## src/sv/ssr_pkg.sv

```systemverilog
// shared constants, types and register codes for the streaming find-and-replace core
// no dependencies; the front end, queue, back end and top level import it
`default_nettype none

package ssr_pkg;

    localparam int PATTERN_MAX = 16;                 // window depth in bytes, 1 to 16
    localparam int BYTES       = 16;                 // bytes held by the pattern registers
    localparam int CNT_W       = 5;                  // holds 0 to 16
    localparam int IDX_W       = 4;                  // byte index 0 to 15
    localparam int WIN_W       = PATTERN_MAX * 8;
    localparam int PAT_W       = BYTES * 8;
    localparam int CFG_DATA_W  = 64;
    localparam int CFG_IDX_W   = 3;

    localparam logic [CNT_W-1:0] WIN_DEPTH = CNT_W'(PATTERN_MAX);
    localparam logic [CNT_W-1:0] REPL_MAX  = CNT_W'(BYTES);

    localparam logic [CFG_IDX_W-1:0] REG_SEARCH_LO  = 3'd0;
    localparam logic [CFG_IDX_W-1:0] REG_SEARCH_HI  = 3'd1;
    localparam logic [CFG_IDX_W-1:0] REG_SEARCH_LEN = 3'd2;
    localparam logic [CFG_IDX_W-1:0] REG_REPL_LO    = 3'd3;
    localparam logic [CFG_IDX_W-1:0] REG_REPL_HI    = 3'd4;
    localparam logic [CFG_IDX_W-1:0] REG_REPL_LEN   = 3'd5;

    typedef struct packed {
        logic [PAT_W-1:0] search_pat;
        logic [CNT_W-1:0] find_len;
        logic [PAT_W-1:0] repl_pat;
        logic [CNT_W-1:0] repl_len;
    } cfg_t;

    typedef enum logic [1:0] {
        JOB_WIN  = 2'b01,
        JOB_REPL = 2'b10
    } job_mode_t;

    typedef struct packed {
        job_mode_t        mode;
        logic [CNT_W-1:0] n;
        logic             str_end;
        logic [15:0]      count;
        logic [PAT_W-1:0] data;
    } job_t;

endpackage

`default_nettype wire

```

## src/sv/ssr_if.sv

```systemverilog
// valid/ready channel interfaces for input items and result items
// no dependencies
`default_nettype none

interface ssr_in_if;
    logic       valid;
    logic       ready;
    logic [7:0] in_byte;
    logic       in_has_byte;
    logic       in_end;

    modport source (output valid, output in_byte, output in_has_byte, output in_end,
                    input ready);
    modport sink (input valid, input in_byte, input in_has_byte, input in_end,
                  output ready);
endinterface

interface ssr_out_if;
    logic        valid;
    logic        ready;
    logic [7:0]  out_byte;
    logic        out_has_byte;
    logic        out_last;
    logic        out_string_done;
    logic [15:0] match_count;

    modport source (output valid, output out_byte, output out_has_byte, output out_last,
                    output out_string_done, output match_count, input ready);
    modport sink (input valid, input out_byte, input out_has_byte, input out_last,
                  input out_string_done, input match_count, output ready);
endinterface

`default_nettype wire

```

## src/sv/ssr_front.sv

```systemverilog
// front end: holds the byte window, compares it with the search pattern and
// turns each item with output or an end into a job; uses ssr_pkg and ssr_if
`default_nettype none

module ssr_front
    import ssr_pkg::*;
(
    input  wire logic clk,
    input  wire logic rst_n,
    input  wire cfg_t cfg,
    ssr_in_if.sink    in_ch,
    input  wire logic q_full,
    output logic      push,
    output job_t      push_job
);

    logic [WIN_W-1:0] win_reg, win_next;
    logic [CNT_W-1:0] fill_reg, fill_next;
    logic [15:0]      cnt_reg, cnt_next;

    logic             accept;
    logic [CNT_W-1:0] slen, rlen, leff, fill_app, emit_n, job_n;
    logic [WIN_W-1:0] win_app;
    logic             hit, take_repl;
    logic [15:0]      cnt_after;

    assign in_ch.ready = !q_full;
    assign accept      = in_ch.valid && !q_full;

    always_comb
    begin
        slen = (cfg.find_len > WIN_DEPTH) ? WIN_DEPTH : cfg.find_len;
        rlen = (cfg.repl_len > REPL_MAX) ? REPL_MAX : cfg.repl_len;
        leff = (slen == '0) ? CNT_W'(1) : slen;

        // append the new byte at the fill position
        win_app  = win_reg;
        fill_app = fill_reg;
        if (in_ch.in_has_byte && fill_reg < WIN_DEPTH)
        begin
            fill_app = fill_reg + CNT_W'(1);
            for (int i = 0; i < PATTERN_MAX; i++)
            begin
                if (fill_reg == CNT_W'(i))
                begin
                    win_app[i*8 +: 8] = in_ch.in_byte;
                end
            end
        end

        hit = (slen != '0);
        for (int i = 0; i < PATTERN_MAX; i++)
        begin
            if (CNT_W'(i) < slen && win_app[i*8 +: 8] != cfg.search_pat[i*8 +: 8])
            begin
                hit = 1'b0;
            end
        end

        take_repl = 1'b0;
        emit_n    = '0;
        if (in_ch.in_has_byte)
        begin
            if (fill_app > leff)
            begin
                // search length lowered: drain down to one short of it
                emit_n = fill_app - leff + CNT_W'(1);
            end
            else if (fill_app == leff)
            begin
                if (hit)
                begin
                    take_repl = 1'b1;
                end
                else
                begin
                    emit_n = CNT_W'(1);
                end
            end
        end

        cnt_after = cnt_reg;
        if (take_repl && cnt_reg != 16'hFFFF)
        begin
            cnt_after = cnt_reg + 16'd1;
        end

        if (take_repl)
        begin
            job_n = rlen;
        end
        else if (in_ch.in_end)
        begin
            job_n = fill_app;
        end
        else
        begin
            job_n = emit_n;
        end

        push_job.mode    = take_repl ? JOB_REPL : JOB_WIN;
        push_job.n       = job_n;
        push_job.str_end = in_ch.in_end;
        push_job.count   = cnt_after;
        push_job.data    = PAT_W'(win_app);

        push = accept && (in_ch.in_end || job_n != '0);

        win_next  = win_reg;
        fill_next = fill_reg;
        cnt_next  = cnt_reg;
        if (accept)
        begin
            win_next = win_app >> {emit_n, 3'b000};
            if (in_ch.in_end || take_repl)
            begin
                fill_next = '0;
            end
            else
            begin
                fill_next = fill_app - emit_n;
            end
            cnt_next = in_ch.in_end ? 16'd0 : cnt_after;
        end
    end

    always_ff @(posedge clk or negedge rst_n)
    begin
        if (!rst_n)
        begin
            win_reg  <= '0;
            fill_reg <= '0;
            cnt_reg  <= '0;
        end
        else
        begin
            win_reg  <= win_next;
            fill_reg <= fill_next;
            cnt_reg  <= cnt_next;
        end
    end

endmodule

`default_nettype wire

```

## src/sv/ssr_queue.sv

```systemverilog
// two-entry job queue between the front end and the emitter
// depends on ssr_pkg
`default_nettype none

module ssr_queue
    import ssr_pkg::*;
(
    input  wire logic clk,
    input  wire logic rst_n,
    input  wire logic push,
    input  wire job_t push_job,
    output logic      full,
    input  wire logic pop,
    output job_t      pop_job,
    output logic      empty
);

    job_t       slot_reg [2];
    logic       wr_ptr_reg, wr_ptr_next;
    logic       rd_ptr_reg, rd_ptr_next;
    logic [1:0] cnt_reg, cnt_next;
    logic       do_push, do_pop;

    assign full    = (cnt_reg == 2'd2);
    assign empty   = (cnt_reg == 2'd0);
    assign pop_job = slot_reg[rd_ptr_reg];
    assign do_push = push && !full;
    assign do_pop  = pop && !empty;

    always_comb
    begin
        wr_ptr_next = do_push ? !wr_ptr_reg : wr_ptr_reg;
        rd_ptr_next = do_pop ? !rd_ptr_reg : rd_ptr_reg;
        cnt_next    = cnt_reg;
        if (do_push && !do_pop)
        begin
            cnt_next = cnt_reg + 2'd1;
        end
        else if (do_pop && !do_push)
        begin
            cnt_next = cnt_reg - 2'd1;
        end
    end

    always_ff @(posedge clk)
    begin
        if (do_push)
        begin
            slot_reg[wr_ptr_reg] <= push_job;
        end
    end

    always_ff @(posedge clk or negedge rst_n)
    begin
        if (!rst_n)
        begin
            wr_ptr_reg <= 1'b0;
            rd_ptr_reg <= 1'b0;
            cnt_reg    <= '0;
        end
        else
        begin
            wr_ptr_reg <= wr_ptr_next;
            rd_ptr_reg <= rd_ptr_next;
            cnt_reg    <= cnt_next;
        end
    end

endmodule

`default_nettype wire

```

## src/sv/ssr_back.sv

```systemverilog
// back end: steps through the current job into a registered output, one
// result per cycle unless the output stalls; depends on ssr_pkg and ssr_if
`default_nettype none

module ssr_back
    import ssr_pkg::*;
(
    input  wire logic clk,
    input  wire logic rst_n,
    input  wire cfg_t cfg,
    input  wire job_t pop_job,
    input  wire logic q_empty,
    output logic      pop,
    ssr_out_if.source out_ch
);

    job_t             cur_reg;
    logic             cur_v_reg, cur_v_next;
    logic [IDX_W-1:0] idx_reg, idx_next;

    logic             ov_reg, ov_next;
    logic [7:0]       byte_reg;
    logic             has_reg, last_reg, done_reg;
    logic [15:0]      mcount_reg;

    logic             out_free, emit, is_last;
    logic [7:0]       sel_byte;

    assign out_free = !ov_reg || out_ch.ready;
    assign emit     = cur_v_reg && out_free;
    assign is_last  = (cur_reg.n == '0) || ({1'b0, idx_reg} == cur_reg.n - CNT_W'(1));
    assign pop      = !q_empty && (!cur_v_reg || (emit && is_last));

    always_comb
    begin
        case (cur_reg.mode)
            JOB_REPL: sel_byte = cfg.repl_pat[{idx_reg, 3'b000} +: 8];
            JOB_WIN:  sel_byte = cur_reg.data[{idx_reg, 3'b000} +: 8];
            default:  sel_byte = 8'd0;
        endcase
        if (cur_reg.n == '0)
        begin
            // bare end with nothing to flush
            sel_byte = 8'd0;
        end

        cur_v_next = cur_v_reg;
        idx_next   = idx_reg;
        if (pop)
        begin
            cur_v_next = 1'b1;
            idx_next   = '0;
        end
        else if (emit)
        begin
            cur_v_next = !is_last;
            idx_next   = idx_reg + IDX_W'(1);
        end

        ov_next = ov_reg;
        if (emit)
        begin
            ov_next = 1'b1;
        end
        else if (out_ch.ready)
        begin
            ov_next = 1'b0;
        end
    end

    always_ff @(posedge clk)
    begin
        if (pop)
        begin
            cur_reg <= pop_job;
        end
        if (emit)
        begin
            byte_reg   <= sel_byte;
            has_reg    <= (cur_reg.n != '0);
            last_reg   <= is_last;
            done_reg   <= is_last && cur_reg.str_end;
            mcount_reg <= (is_last && cur_reg.str_end) ? cur_reg.count : 16'd0;
        end
    end

    always_ff @(posedge clk or negedge rst_n)
    begin
        if (!rst_n)
        begin
            cur_v_reg <= 1'b0;
            idx_reg   <= '0;
            ov_reg    <= 1'b0;
        end
        else
        begin
            cur_v_reg <= cur_v_next;
            idx_reg   <= idx_next;
            ov_reg    <= ov_next;
        end
    end

    assign out_ch.valid           = ov_reg;
    assign out_ch.out_byte        = byte_reg;
    assign out_ch.out_has_byte    = has_reg;
    assign out_ch.out_last        = last_reg;
    assign out_ch.out_string_done = done_reg;
    assign out_ch.match_count     = mcount_reg;

endmodule

`default_nettype wire

```

## src/sv/stream_substring_replace_core.sv

```systemverilog
// path: a job passes through a queue slot, the current job and the output register
// throughput: one item in per cycle while the two-entry job queue has room;
//   the emitter gives one result per cycle while the output is accepted
// reset: window, fill, match count, job queue, output valid and all
//   configuration registers clear to zero
// top level: configuration registers, front end, job queue and emitter
`default_nettype none

module stream_substring_replace_core
    import ssr_pkg::*;
(
    input  wire logic                  clk,
    input  wire logic                  rst_n,
    input  wire logic                  cfg_we,
    input  wire logic [CFG_IDX_W-1:0]  cfg_index,
    input  wire logic [CFG_DATA_W-1:0] cfg_data,
    ssr_in_if.sink                     in_ch,
    ssr_out_if.source                  out_ch
);

    logic [CFG_DATA_W-1:0] s_lo_reg, s_hi_reg, r_lo_reg, r_hi_reg;
    logic [CNT_W-1:0]      s_len_reg, r_len_reg;
    cfg_t                  cfg;

    logic q_full, q_empty, push, pop;
    job_t push_job, pop_job;

    always_ff @(posedge clk or negedge rst_n)
    begin
        if (!rst_n)
        begin
            s_lo_reg  <= '0;
            s_hi_reg  <= '0;
            s_len_reg <= '0;
            r_lo_reg  <= '0;
            r_hi_reg  <= '0;
            r_len_reg <= '0;
        end
        else if (cfg_we)
        begin
            case (cfg_index)
                REG_SEARCH_LO:  s_lo_reg  <= cfg_data;
                REG_SEARCH_HI:  s_hi_reg  <= cfg_data;
                REG_SEARCH_LEN: s_len_reg <= cfg_data[CNT_W-1:0];
                REG_REPL_LO:    r_lo_reg  <= cfg_data;
                REG_REPL_HI:    r_hi_reg  <= cfg_data;
                REG_REPL_LEN:   r_len_reg <= cfg_data[CNT_W-1:0];
                default:        ;
            endcase
        end
    end

    assign cfg.search_pat = {s_hi_reg, s_lo_reg};
    assign cfg.find_len   = s_len_reg;
    assign cfg.repl_pat   = {r_hi_reg, r_lo_reg};
    assign cfg.repl_len   = r_len_reg;

    ssr_front u_front (
        .clk      (clk),
        .rst_n    (rst_n),
        .cfg      (cfg),
        .in_ch    (in_ch),
        .q_full   (q_full),
        .push     (push),
        .push_job (push_job)
    );

    ssr_queue u_queue (
        .clk      (clk),
        .rst_n    (rst_n),
        .push     (push),
        .push_job (push_job),
        .full     (q_full),
        .pop      (pop),
        .pop_job  (pop_job),
        .empty    (q_empty)
    );

    ssr_back u_back (
        .clk     (clk),
        .rst_n   (rst_n),
        .cfg     (cfg),
        .pop_job (pop_job),
        .q_empty (q_empty),
        .pop     (pop),
        .out_ch  (out_ch)
    );

endmodule

`default_nettype wire
```

## src/flat_wrapper.sv

```systemverilog
// flat-port wrapper written by rule: the top's interface ports become plain ports
module stream_substring_replace_core_flat import ssr_pkg::*;
  (clk, rst_n, cfg_we, cfg_index, cfg_data, in_ch_valid, in_ch_in_byte, in_ch_in_has_byte, in_ch_in_end, in_ch_ready, out_ch_valid, out_ch_out_byte, out_ch_out_has_byte, out_ch_out_last, out_ch_out_string_done, out_ch_match_count, out_ch_ready);
  ssr_in_if in_ch_i ();
  ssr_out_if out_ch_i ();
  input  wire logic clk;
  input  wire logic rst_n;
  input  wire logic cfg_we;
  input  wire logic [CFG_IDX_W-1:0] cfg_index;
  input  wire logic [CFG_DATA_W-1:0] cfg_data;
  input wire logic [$bits(in_ch_i.valid)-1:0] in_ch_valid;
  input wire logic [$bits(in_ch_i.in_byte)-1:0] in_ch_in_byte;
  input wire logic [$bits(in_ch_i.in_has_byte)-1:0] in_ch_in_has_byte;
  input wire logic [$bits(in_ch_i.in_end)-1:0] in_ch_in_end;
  output wire logic [$bits(in_ch_i.ready)-1:0] in_ch_ready;
  output wire logic [$bits(out_ch_i.valid)-1:0] out_ch_valid;
  output wire logic [$bits(out_ch_i.out_byte)-1:0] out_ch_out_byte;
  output wire logic [$bits(out_ch_i.out_has_byte)-1:0] out_ch_out_has_byte;
  output wire logic [$bits(out_ch_i.out_last)-1:0] out_ch_out_last;
  output wire logic [$bits(out_ch_i.out_string_done)-1:0] out_ch_out_string_done;
  output wire logic [$bits(out_ch_i.match_count)-1:0] out_ch_match_count;
  input wire logic [$bits(out_ch_i.ready)-1:0] out_ch_ready;
  assign in_ch_i.valid = in_ch_valid;
  assign in_ch_i.in_byte = in_ch_in_byte;
  assign in_ch_i.in_has_byte = in_ch_in_has_byte;
  assign in_ch_i.in_end = in_ch_in_end;
  assign in_ch_ready = in_ch_i.ready;
  assign out_ch_valid = out_ch_i.valid;
  assign out_ch_out_byte = out_ch_i.out_byte;
  assign out_ch_out_has_byte = out_ch_i.out_has_byte;
  assign out_ch_out_last = out_ch_i.out_last;
  assign out_ch_out_string_done = out_ch_i.out_string_done;
  assign out_ch_match_count = out_ch_i.match_count;
  assign out_ch_i.ready = out_ch_ready;
  stream_substring_replace_core u_core (.clk(clk), .rst_n(rst_n), .cfg_we(cfg_we), .cfg_index(cfg_index), .cfg_data(cfg_data), .in_ch(in_ch_i), .out_ch(out_ch_i));
endmodule
```

## config.mk

```make
export PLATFORM = sky130hd
export DESIGN_NAME = stream_substring_replace_core_flat
export DESIGN_NICKNAME = d
export VERILOG_FILES = /design/src/sv/ssr_pkg.sv /design/src/sv/ssr_if.sv /design/src/sv/ssr_front.sv /design/src/sv/ssr_queue.sv /design/src/sv/ssr_back.sv /design/src/sv/stream_substring_replace_core.sv /design/src/flat_wrapper.sv
export SDC_FILE = /design/constraint.sdc
export NUM_CORES = 1
export LEC_CHECK = 0
export ABC_AREA = 1
export ABC_CLOCK_PERIOD_IN_PS = 12600
export BUFFER_PORTS_ARGS = -buffer_cell sky130_fd_sc_hd__buf_2
export CELL_PAD_IN_SITES_DETAIL_PLACEMENT = 1
export CELL_PAD_IN_SITES_GLOBAL_PLACEMENT = 2
export CORE_ASPECT_RATIO = 0.5
export CORE_MARGIN = 8
export CORE_UTILIZATION = 39
export DETAILED_ROUTE_END_ITERATION = 10
export PLACE_DENSITY = 0.87
export SLEW_MARGIN = 10
export SYNTH_ARGS = -nofsm -noshare
export SYNTH_HDL_FRONTEND = slang
export SYNTH_SLANG_ARGS = --single-unit
```

## constraint.sdc

```tcl
create_clock -name clk -period 12.6 [get_ports clk]
set_input_delay 0.63 -clock clk [delete_from_list [all_inputs] [get_ports clk]]
set_output_delay 0.63 -clock clk [all_outputs]
set_load 0.005 [all_outputs]
```

Word-level counts from Yosys, hierarchy flattened
Memories as Yosys holds them, arrays and structs flattened. A register that Yosys moved wholly into a read port is not among the register bits.
Index checks and enable logic that the tools add are counted.
{"block": "word_totals", "mem_count": 1, "out_inout_bits": 29, "elab_cells": 216, "ff_bits": 452, "input_bits": 82, "ram_bits": 304}
{"name": "u_core.u_queue.slot_reg", "depth": 2, "word_bits": 152, "rd": 1, "rd_clocked_by_memory_dff": 1, "wr": 1, "line_no": "ssr_queue.sv:18", "rtl": "job_t slot_reg [2];"}
{"block": "classes", "shifts": 3, "mux": 62, "reduce_logical": 59, "eq_ne": 42, "add_sub_neg": 9, "order_cmp": 20}
{"op": "$shiftx 128x8->8", "n": 2}
{"op": "$mux 128", "n": 1}
{"op": "$mux 8", "n": 16}
{"op": "$ne 8x8->1", "n": 16}
{"op": "$shr 128x8->128", "n": 1}
{"op": "$mux 5", "n": 9}
{"op": "$eq 5x4->1 const B", "n": 8}
{"op": "$lt 4x5->1 const A", "n": 8}
{"op": "$mux 16", "n": 2}
{"op": "$logic_and 1x1->1", "n": 28}
{"op": "$mux 1", "n": 28}
{"op": "$eq 5x3->1 const B", "n": 4}
{"op": "$lt 3x5->1 const A", "n": 4}
{"op": "$add 16x1->16 const B", "n": 1}
{"op": "$ne 16x16->1 const B", "n": 1}
{"op": "$pmux 8 s2", "n": 1}
{"op": "$logic_not 5->1", "n": 3}
{"op": "$reduce_bool 5->1", "n": 3}
{"op": "$reduce_and 2->1", "n": 6}
{"op": "$add 5x1->5 const B", "n": 2}
{"op": "$eq 5x2->1 const B", "n": 2}
{"op": "$gt 5x5->1 const B", "n": 2}
{"op": "$lt 1x5->1 const A", "n": 2}
{"op": "$lt 2x5->1 const A", "n": 2}
{"op": "other kinds (22)", "n": 43}

Depth between registers and ports, before layout
Gate-level depths: netlist of the first run.
{"block": "depth", "depth_word": 35, "mapped_depth": 33, "depth_no_buf": 32}

Cells and area by module
A second synthesis of the first run with hierarchy kept.
{"block": "hier_totals", "cells_unflattened": 5920, "hier_area_um2": 47027.6}
{"module": "ssr_front", "area_each_um2": 16789.9, "cells_each": 3058, "seq_area_each_um2": 3728.6, "instances": 1}
{"module": "ssr_queue", "area_each_um2": 11265.8, "cells_each": 825, "seq_area_each_um2": 9228.9, "instances": 1}
{"module": "stream_substring_replace_core", "area_each_um2": 10377.5, "cells_each": 1159, "seq_area_each_um2": 6656.4, "instances": 1}
{"module": "ssr_back", "area_each_um2": 8594.5, "cells_each": 878, "seq_area_each_um2": 5525.3, "instances": 1}

Worst setup path before layout of the first run
OpenSTA, ideal clock, no wires.
{"block": "synth_timing", "path_type": "input-to-reg", "startpoint": "input in_ch_in_has_byte", "endpoint": "memory u_core.u_queue.slot_reg[1][0] in the netlist's numbering (enable)", "setup_ns": 0.666, "path_stages": 20, "arrival_ns": 9.597, "path_buffers": 2, "t_required_ns": 11.934, "slack_ns": 2.338, "cell_sequence": "buf_4 -> inv_1 -> nor2_1 -> nand2_1 -> nor3_1 -> xor2_1 -> ha_1 -> inv_1 -> fa_1 -> o311ai_0 -> nand3_1 -> inv_1 -> nand2_1 -> nand2_2 -> buf_2 -> nor2_1 -> o21a_1 -> nand3_1 -> nand2_1 -> nor2_1"}
{"block": "synth_via", "elab_chain_cells": 32, "elab_cells_between_ends": 71, "classes_between": "add/sub (2); order compare (1); eq/ne (17); mux (30); reduce/logical (21)"}
{"item": "start: declaration", "line_no": "flat_wrapper.sv:13", "rtl": "input wire logic [$bits(in_ch_i.in_has_byte)-1:0] in_ch_in_has_byte;"}
{"item": "$logic_and 1x1->1", "line_no": "ssr_front.sv:39", "rtl": "if (in_ch.in_has_byte && fill_reg < WIN_DEPTH)"}
{"item": "$mux 128", "line_no": "ssr_front.sv:39"}
{"item": "$ne 8x8->1", "line_no": "ssr_front.sv:54", "rtl": "if (CNT_W'(i) < slen && win_app[i*8 +: 8] != cfg.search_pat[i*8 +: 8])"}
{"item": "$logic_and 1x1->1", "line_no": "ssr_front.sv:54"}
{"item": "$mux 1 (16 in series)", "line_no": "ssr_front.sv:54"}
{"item": "$mux 1", "line_no": "ssr_front.sv:71", "rtl": "if (hit)"}
{"item": "$mux 1", "line_no": "ssr_front.sv:69", "rtl": "else if (fill_app == leff)"}
{"item": "$mux 5", "line_no": "ssr_front.sv:64", "rtl": "if (fill_app > leff)"}
{"item": "$mux 5", "line_no": "ssr_front.sv:62", "rtl": "if (in_ch.in_has_byte)"}
{"item": "$mux 5", "line_no": "ssr_front.sv:92", "rtl": "else if (in_ch.in_end)"}
{"item": "$mux 5 *", "line_no": "ssr_front.sv:88", "rtl": "if (take_repl)"}
{"item": "$reduce_bool 5->1 *", "line_no": "ssr_front.sv:107", "rtl": "push = accept && (in_ch.in_end || job_n != '0);"}
{"item": "$logic_or 1x1->1 *", "line_no": "ssr_front.sv:107"}
{"item": "$logic_and 1x1->1 *", "line_no": "ssr_front.sv:107"}
{"item": "$logic_and 1x1->1 *", "line_no": "ssr_queue.sv:27", "rtl": "assign do_push = push && !full;"}
{"item": "$mux 1 *", "line_no": "ssr_queue.sv:47", "rtl": "if (do_push)"}
{"item": "$mux 1 (implied by the code) *", "line_no": "ssr_queue.sv:49", "rtl": "slot_reg[wr_ptr_reg] <= push_job;"}
{"item": "end: declaration", "line_no": "ssr_queue.sv:18"}
Mark *: on every way between the ends. The rest lies on a longest branch, timed or not.

==> results of run 1 <==
-- worst max-delay path, delay by kind of cell, from the launching register on --
| family | cells | cell delay (ps) |
|---|---|---|
| simple gates | 18 | 3940 |
| compound gates | 2 | 950 |
| buf+inv | 2 | 790 |
| flops | 1 | 410 |
| fa+ha+maj | 1 | 220 |
-- logic make-up (layout without fill, tap and decap cells) --
family,Yosys count,count (layout),share of synthesized area
adders and majority gates,27,27,0.00793
AOI/OAI and AO/OA,744,744,0.0891
buffers and inverters,720,749,0.0611
and+or+nand+nor,3094,3094,0.283
other,0,3,0
DFF,908,908,0.553
xor gates and xnor gates,30,30,0.00578
-- area by class of cell --
class | instances | area share
antenna | 3 | 0.000150
clock buffer | 114 | 0.0472
clock inverter | 50 | 0.00945
inverter | 420 | 0.0318
multi-input combinational | 3895 | 0.352
sequential | 908 | 0.501
tap | 1530 | 0.0382
timing repair buffer | 165 | 0.0202
-- layout by cell type, fill, tap and decap left out, types with 8 or more instances in the layout --
master and instances:
buf_4 52, clkinv_1 11, ha_1 23, clkbuf_16 88, buf_2 109, clkbuf_1 19, o22ai_1 62, nor2_1 244
a21oi_1 19, o211ai_1 38, nand4_1 30, o21ai_0 492, clkinv_2 18, o21ai_1 84, nand2_4 8, o221ai_1 15
xnor2_1 11, nand2_1 2066, nor3_1 19, dfrtp_1 423, nor2_2 10, nand3b_1 50, nand3_1 628, a211oi_1 8
edfxtp_1 483, inv_2 17, inv_1 394, or2_2 8, xor2_1 19
-- through the flow --
stage,hold slack [ps],power [uW],utilization,cells
2_1_floorplan,334,7800,-,5523
3_3_place_gp,458,9870,0.410,6918
3_5_place_dp,463,10000,0.410,6918
4_1_cts,36.8,12800,0.435,7082
5_1_grt,34.4,13500,0.435,7082
6_report,-20.7,12900,0.435,7085
-- path summary, 6_finish.rpt --
check / end / cells after the start / from / slack (ps)
max reg2reg: u_core.u_queue.slot_reg[1][34] / 23 / u_core.u_front.fill_reg[1] / 5360
min in group clk: u_core.u_back.out_ch.valid / 4 / out_ch_ready / 200
max: u_core.u_queue.slot_reg[1][34] / 23 / u_core.u_front.fill_reg[1] / 5360
min: u_core.s_hi_reg[34] / 1 / rst_n / -20
min reg2reg: u_core.u_front.win_reg[88] / 2 / u_core.u_front.win_reg[88] / 480
max in group asynchronous: u_core.u_queue.rd_ptr_reg / 3 / rst_n / 9970
-- per-layer routing --
metal / vias up / wire, um / GRT usage
li1: 18100 / - / -
met1: 21500 / 88300 / 0.441
met2: 1969 / 83400 / 0.438
met3: 379 / 20600 / 0.0761
met4: 6 / 7200 / 0.0940
met5: - / 41 / 0.0107
-- power by group through the flow --
stage	Clock, uW	Sequential, uW	Combinational, uW
3_5_place_dp	0	4530	5510
5_1_grt	2850	4540	6100
3_3_place_gp	0	4490	5380
2_1_floorplan	0	4390	3410
6_report	2720	4490	5660
4_1_cts	2750	4470	5540
==> metrics.csv, run 1 <==
metric,value,unit
status,"finished, violations left",
violations,hold timing,
cts_setup_buffers,0,
synth_nets,5632,
hold_ws,-20.7,ps
cp_data_arrival_time,7550,ps
cp_slowest_stage_delay,730,ps
grt_max_degree,141,
synth_cell_types,46,
finalWorstSetupSlack,5360,ps
die_w,499,um
routed_wl,200000,um
drive_above_1_share,0.0688,
largest_reg_flops,304,
die_y,257,um
grt_pass1_wl,289000,um
share_comb_of_total_power,0.440,
dieArea,128000,sq um
synth_edf_count,483,
netSwitchingPower,5940,uW
first_pass_iters,6,
timing.final.hold_violations,2,
post-dp-hpwl,142000,um
power_density,257,nW/um^2
grt_usage,0.302,
crit_path_end_kind,flip-flop,
clock-sinks,908,
ios,111,
ys_ff_latch,908,
overflow,0,
clock_path_buffers,3,
power.internal,6930,uW
cts_tree,built,
fin_crit_sh,0.574,
skew,28.6,ps
yosys_warnings,0,
wl_per_cell,28.2,um
fill_cells,13700,
relSlewSlack,0.130,
synthesis.instances,5523,
yosys.area.top_type,edfxtp_1,
netlist_area,45400,sq um
final-max-slew-violation-count,0,
avgSynthCellArea,8.23,sq um
grt_setup_unrepaired,false,
cap_violations,0,
post-place-ws,5410,ps
p_sw_frac,0.462,
path_cells,ha_1 -> nand3_2 -> inv_2 -> nand2_1 -> o21ai_1 -> nand2_1 -> nand2_1 -> nor2_1 -> nand2_1 -> nor2_1 -> nand2_1 -> nand2_1 -> nand2_1 -> nor2_1 -> nand2_1 -> nand2_4 -> nand2_8 -> nor2_1 -> o21a_1 -> nand3_1 -> nand2_1 -> nor2_4 -> buf_12,
avgViaCountPerCell,5.92,
power_leakage,0.0228,uW
path_clk_slew,60,ps
crit_path_start_kind,flip-flop,
fmax,138,MHz
cts_hold_buf,0,
area_growth,10.4,%
core,115000,sq um
clkLatencyLatePin,730,ps
fin_setup_tns,0,ps
finalInstanceArea,50200,sq um
postSynth.asyncResetShare,0.468,
port_buffers,110,
yosys-top-cells-area,"edfxtp_1 (32%), dfrtp_1 (23%), nand2_1 (17%)",
synth_most_common_cell,nand2_1,
vias,41900,
synth_common_cells,"nand2_1 (2074), nand3_1 (629), o21ai_0 (492)",
fin_crit,7240,ps
synth_ff_type,edfxtp_1,
cts_resized,0,
setup_viol,0,
routabilityCongestion,0.946,
netlist.area_leader.share,0.319,
worstPathRequired,12920,ps
regArea,25100,sq um
tightest_slew,1300,ps
path_common_cell,nand2_1,
drc,0,
drt_iter0_markers,5056,
cts-root-buf,clkbuf_16,
cp_max_fo,132,
fin_nets,5586,
cts_max_level,3,
drtAntennaViolNets,0,
grt_pass1_vias,41800,
power_frac_clock,0.211,
ys_seq_area_frac,0.553,
post_dp_cell_area,47300,sq um
seqPwrFrac,0.349,
antenna_found_initial,19,
rows,88,
multiInputGateArea,17600,sq um
cp_slowest_cell,o21ai_1,
peakVddDrop,0.000164,V
initial_core_util,0.394,
hold_path_class,in -> async,
cts_made_buffers,87,
critPathKind,reg -> reg,
(Power assumes the default switching activity.)
==> inputs of run 2 (changes only) <==
--- a/config.mk
+++ b/config.mk
@@ -6,7 +6,7 @@
 export NUM_CORES = 1
 export LEC_CHECK = 0
 export ABC_AREA = 1
-export ABC_CLOCK_PERIOD_IN_PS = 12600
+export ABC_CLOCK_PERIOD_IN_PS = 7340
 export BUFFER_PORTS_ARGS = -buffer_cell sky130_fd_sc_hd__buf_2
 export CELL_PAD_IN_SITES_DETAIL_PLACEMENT = 1
 export CELL_PAD_IN_SITES_GLOBAL_PLACEMENT = 2
==> constraint.sdc (replaced) <==
create_clock -name clk -period 7.34 [get_ports clk]
set_input_delay 0.367 -clock clk [delete_from_list [all_inputs] [get_ports clk]]
set_output_delay 0.367 -clock clk [all_outputs]
set_load 0.005 [all_outputs]
==> metrics.csv, run 2 (same netlist as run 1, synthesis figures left out) <==
metric,value,unit,change
grt_pass1_wl,309000,um,was 289000 um
cts_max_level,3,,unchanged
cp_data_arrival_time,6600,ps,was 7550 ps
final_common_cell,nand2_1,,unchanged
cts_tree,built,,unchanged
avgViaCountPerCell,5.96,,was 5.92
die_y,257,um,unchanged
power_leakage,0.0230,uW,was 0.0228 uW
dieArea,128000,sq um,unchanged
largest_reg_flops,304,,unchanged
timing.final.hold_violations,0,,was 2
drc,0,,unchanged
cp_slowest_stage_delay,680,ps,was 730 ps
fin_setup_tns,0,ps,unchanged
fin_crit_sh,0.856,,was 0.574
fin_crit,6280,ps,was 7240 ps
routed_wl,219000,um,was 200000 um
worstPathRequired,7660,ps,was 12920 ps
whs_path_depth,1,,
status,finished clean,,"was finished, violations left"
fin_nets,5607,,was 5586
cts-root-buf,clkbuf_16,,unchanged
hold_ws,55.1,ps,was -20.7 ps
multiInputGateArea,17700,sq um,was 17600 sq um
regArea,25100,sq um,unchanged
clock-sinks,908,,unchanged
fin_util,0.438,,was 0.435
route.met2.wl,85800,um,was 83400 um
clock_path_buffers,3,,unchanged
overflow,0,,unchanged
worstRegToRegCells,25,,was 23
tightest_slew,1270,ps,was 1300 ps
met3_length,31900,um,was 20600 um
crit_path_end_kind,flip-flop,,unchanged
cp_max_fo,86,,was 132
path_depth,25,,was 23
routabilityCongestion,1.01,,was 0.946
core,115000,sq um,unchanged
crit_family,simple AND/OR/NAND/NOR gates,,unchanged
fill_cells,13700,,about the same
grt_usage,0.332,,was 0.302
clkLatencyLatePin,730,ps,about the same
skew,46.0,ps,was 28.6 ps
routedLengthMet1,95100,um,was 88300 um
cts_made_buffers,88,,was 87
relSlewSlack,0.147,,was 0.130
port_buffers,110,,unchanged
area_growth,11.4,%,was 10.4%
cap_violations,0,,unchanged
critPathKind,reg -> reg,,unchanged
final_cell_mix,"nand2_1 (2066), nand3_1 (628), o21ai_0 (491), edfxtp_1 (483), dfrtp_1 (423)",,"was nand2_1 (2066), nand3_1 (628), o21ai_0 (492), edfxtp_1 (483), dfrtp_1 (423)"
peakVddDrop,0.000203,V,was 0.000164 V
drtAntennaViolNets,0,,unchanged
initial_core_util,0.394,,unchanged
grt_pass1_vias,41400,,was 41800
grt_setup_unrepaired,false,,unchanged
die_w,499,um,unchanged
wl_per_cell,30.8,um,was 28.2 um
first_pass_iters,7,,was 6
setup_viol,0,,unchanged
grt_max_degree,141,,unchanged
drive_above_1_share,0.0718,,was 0.0688
fmax,159,MHz,was 138 MHz
vias,42400,,was 41900
power_density,460,nW/um^2,was 257 nW/um^2
hold_path_class,in -> reg,,was in -> async
final-max-slew-violation-count,0,,unchanged
path_clk_slew,70,ps,was 60 ps
cp_slowest_cell,nand2_1,,was o21ai_1
path_common_cell,nand2_1,,unchanged
drt_iter0_markers,5905,,was 5056
antenna_found_initial,38,,was 19
rows,88,,unchanged
post-dp-hpwl,160000,um,was 142000 um
crit_path_start_kind,flip-flop,,unchanged
path_buf_inv,4,,was 2
dr.max_layer_used,met5,,unchanged
ios,111,,unchanged
run 2: changes by cell type in the layout (fill, tap and decap cells not counted), moves of 5 or more:
cell	previous run	this run
buf_12	3	10
clkinv_4	6	1
diode_2	3	9
buf_4	52	63
run 2: cell type report:
class                           count  area share
Sequential cell                   908       0.497
Inverter                          420      0.0316
Clock inverter                     47      0.0112
Tap cell                         1530      0.0378
Timing Repair Buffer              185      0.0248
Antenna cell                        9    0.000445
Clock buffer                      119      0.0484
Multi-Input combinational cell   3895       0.349
run 2: timing repair:
item / 4_1_cts / 5_1_grt
setup endpoints to repair: 0 / 0
setup buffers: 0 / 0
endpoints found under the hold margin: 85 / 0
resized for setup: 0 / 0
hold buffers: 2 / 0
run 2: worst paths after layout:
| check | from | to | slack [ps] |
|---|---|---|---|
| worst max-delay path | u_core.u_front.fill_reg[3] | u_core.u_queue.slot_reg[1][85] | 1060 |
| worst min-delay path | in_ch_in_end | u_core.u_queue.slot_reg[1][144] | 60 |
| worst max register to register | u_core.u_front.fill_reg[3] | u_core.u_queue.slot_reg[1][85] | 1060 |
| worst min register to register | u_core.r_hi_reg[63] | u_core.r_hi_reg[63] | 480 |
| max in group asynchronous | rst_n | u_core.r_hi_reg[42] | 5400 |
| min in group asynchronous | rst_n | u_core.s_hi_reg[58] | 260 |
run 2: routing by layer:
metal  up-vias  GRT usage
met3       338      0.139
li1      18200          -
met4         8     0.0870
met2      2206      0.449
met1     21700      0.483
met5         -          0
run 2: per-stage QoR:
stage	area, sq um	setup WS (ps)	cells	total power (uW)
floorplan	45400	865	5523	13400
global placement	47500	1340	6936	17800
detailed placement	47500	1320	6936	18000
CTS	50600	1260	7104	22900
global route	50600	692	7105	24200
finish	50600	1060	7113	23300
run 2: where the power goes:
group	internal (uW)	switching, uW
sequential	7000	759
clock	2640	2220
combinational	2490	8140
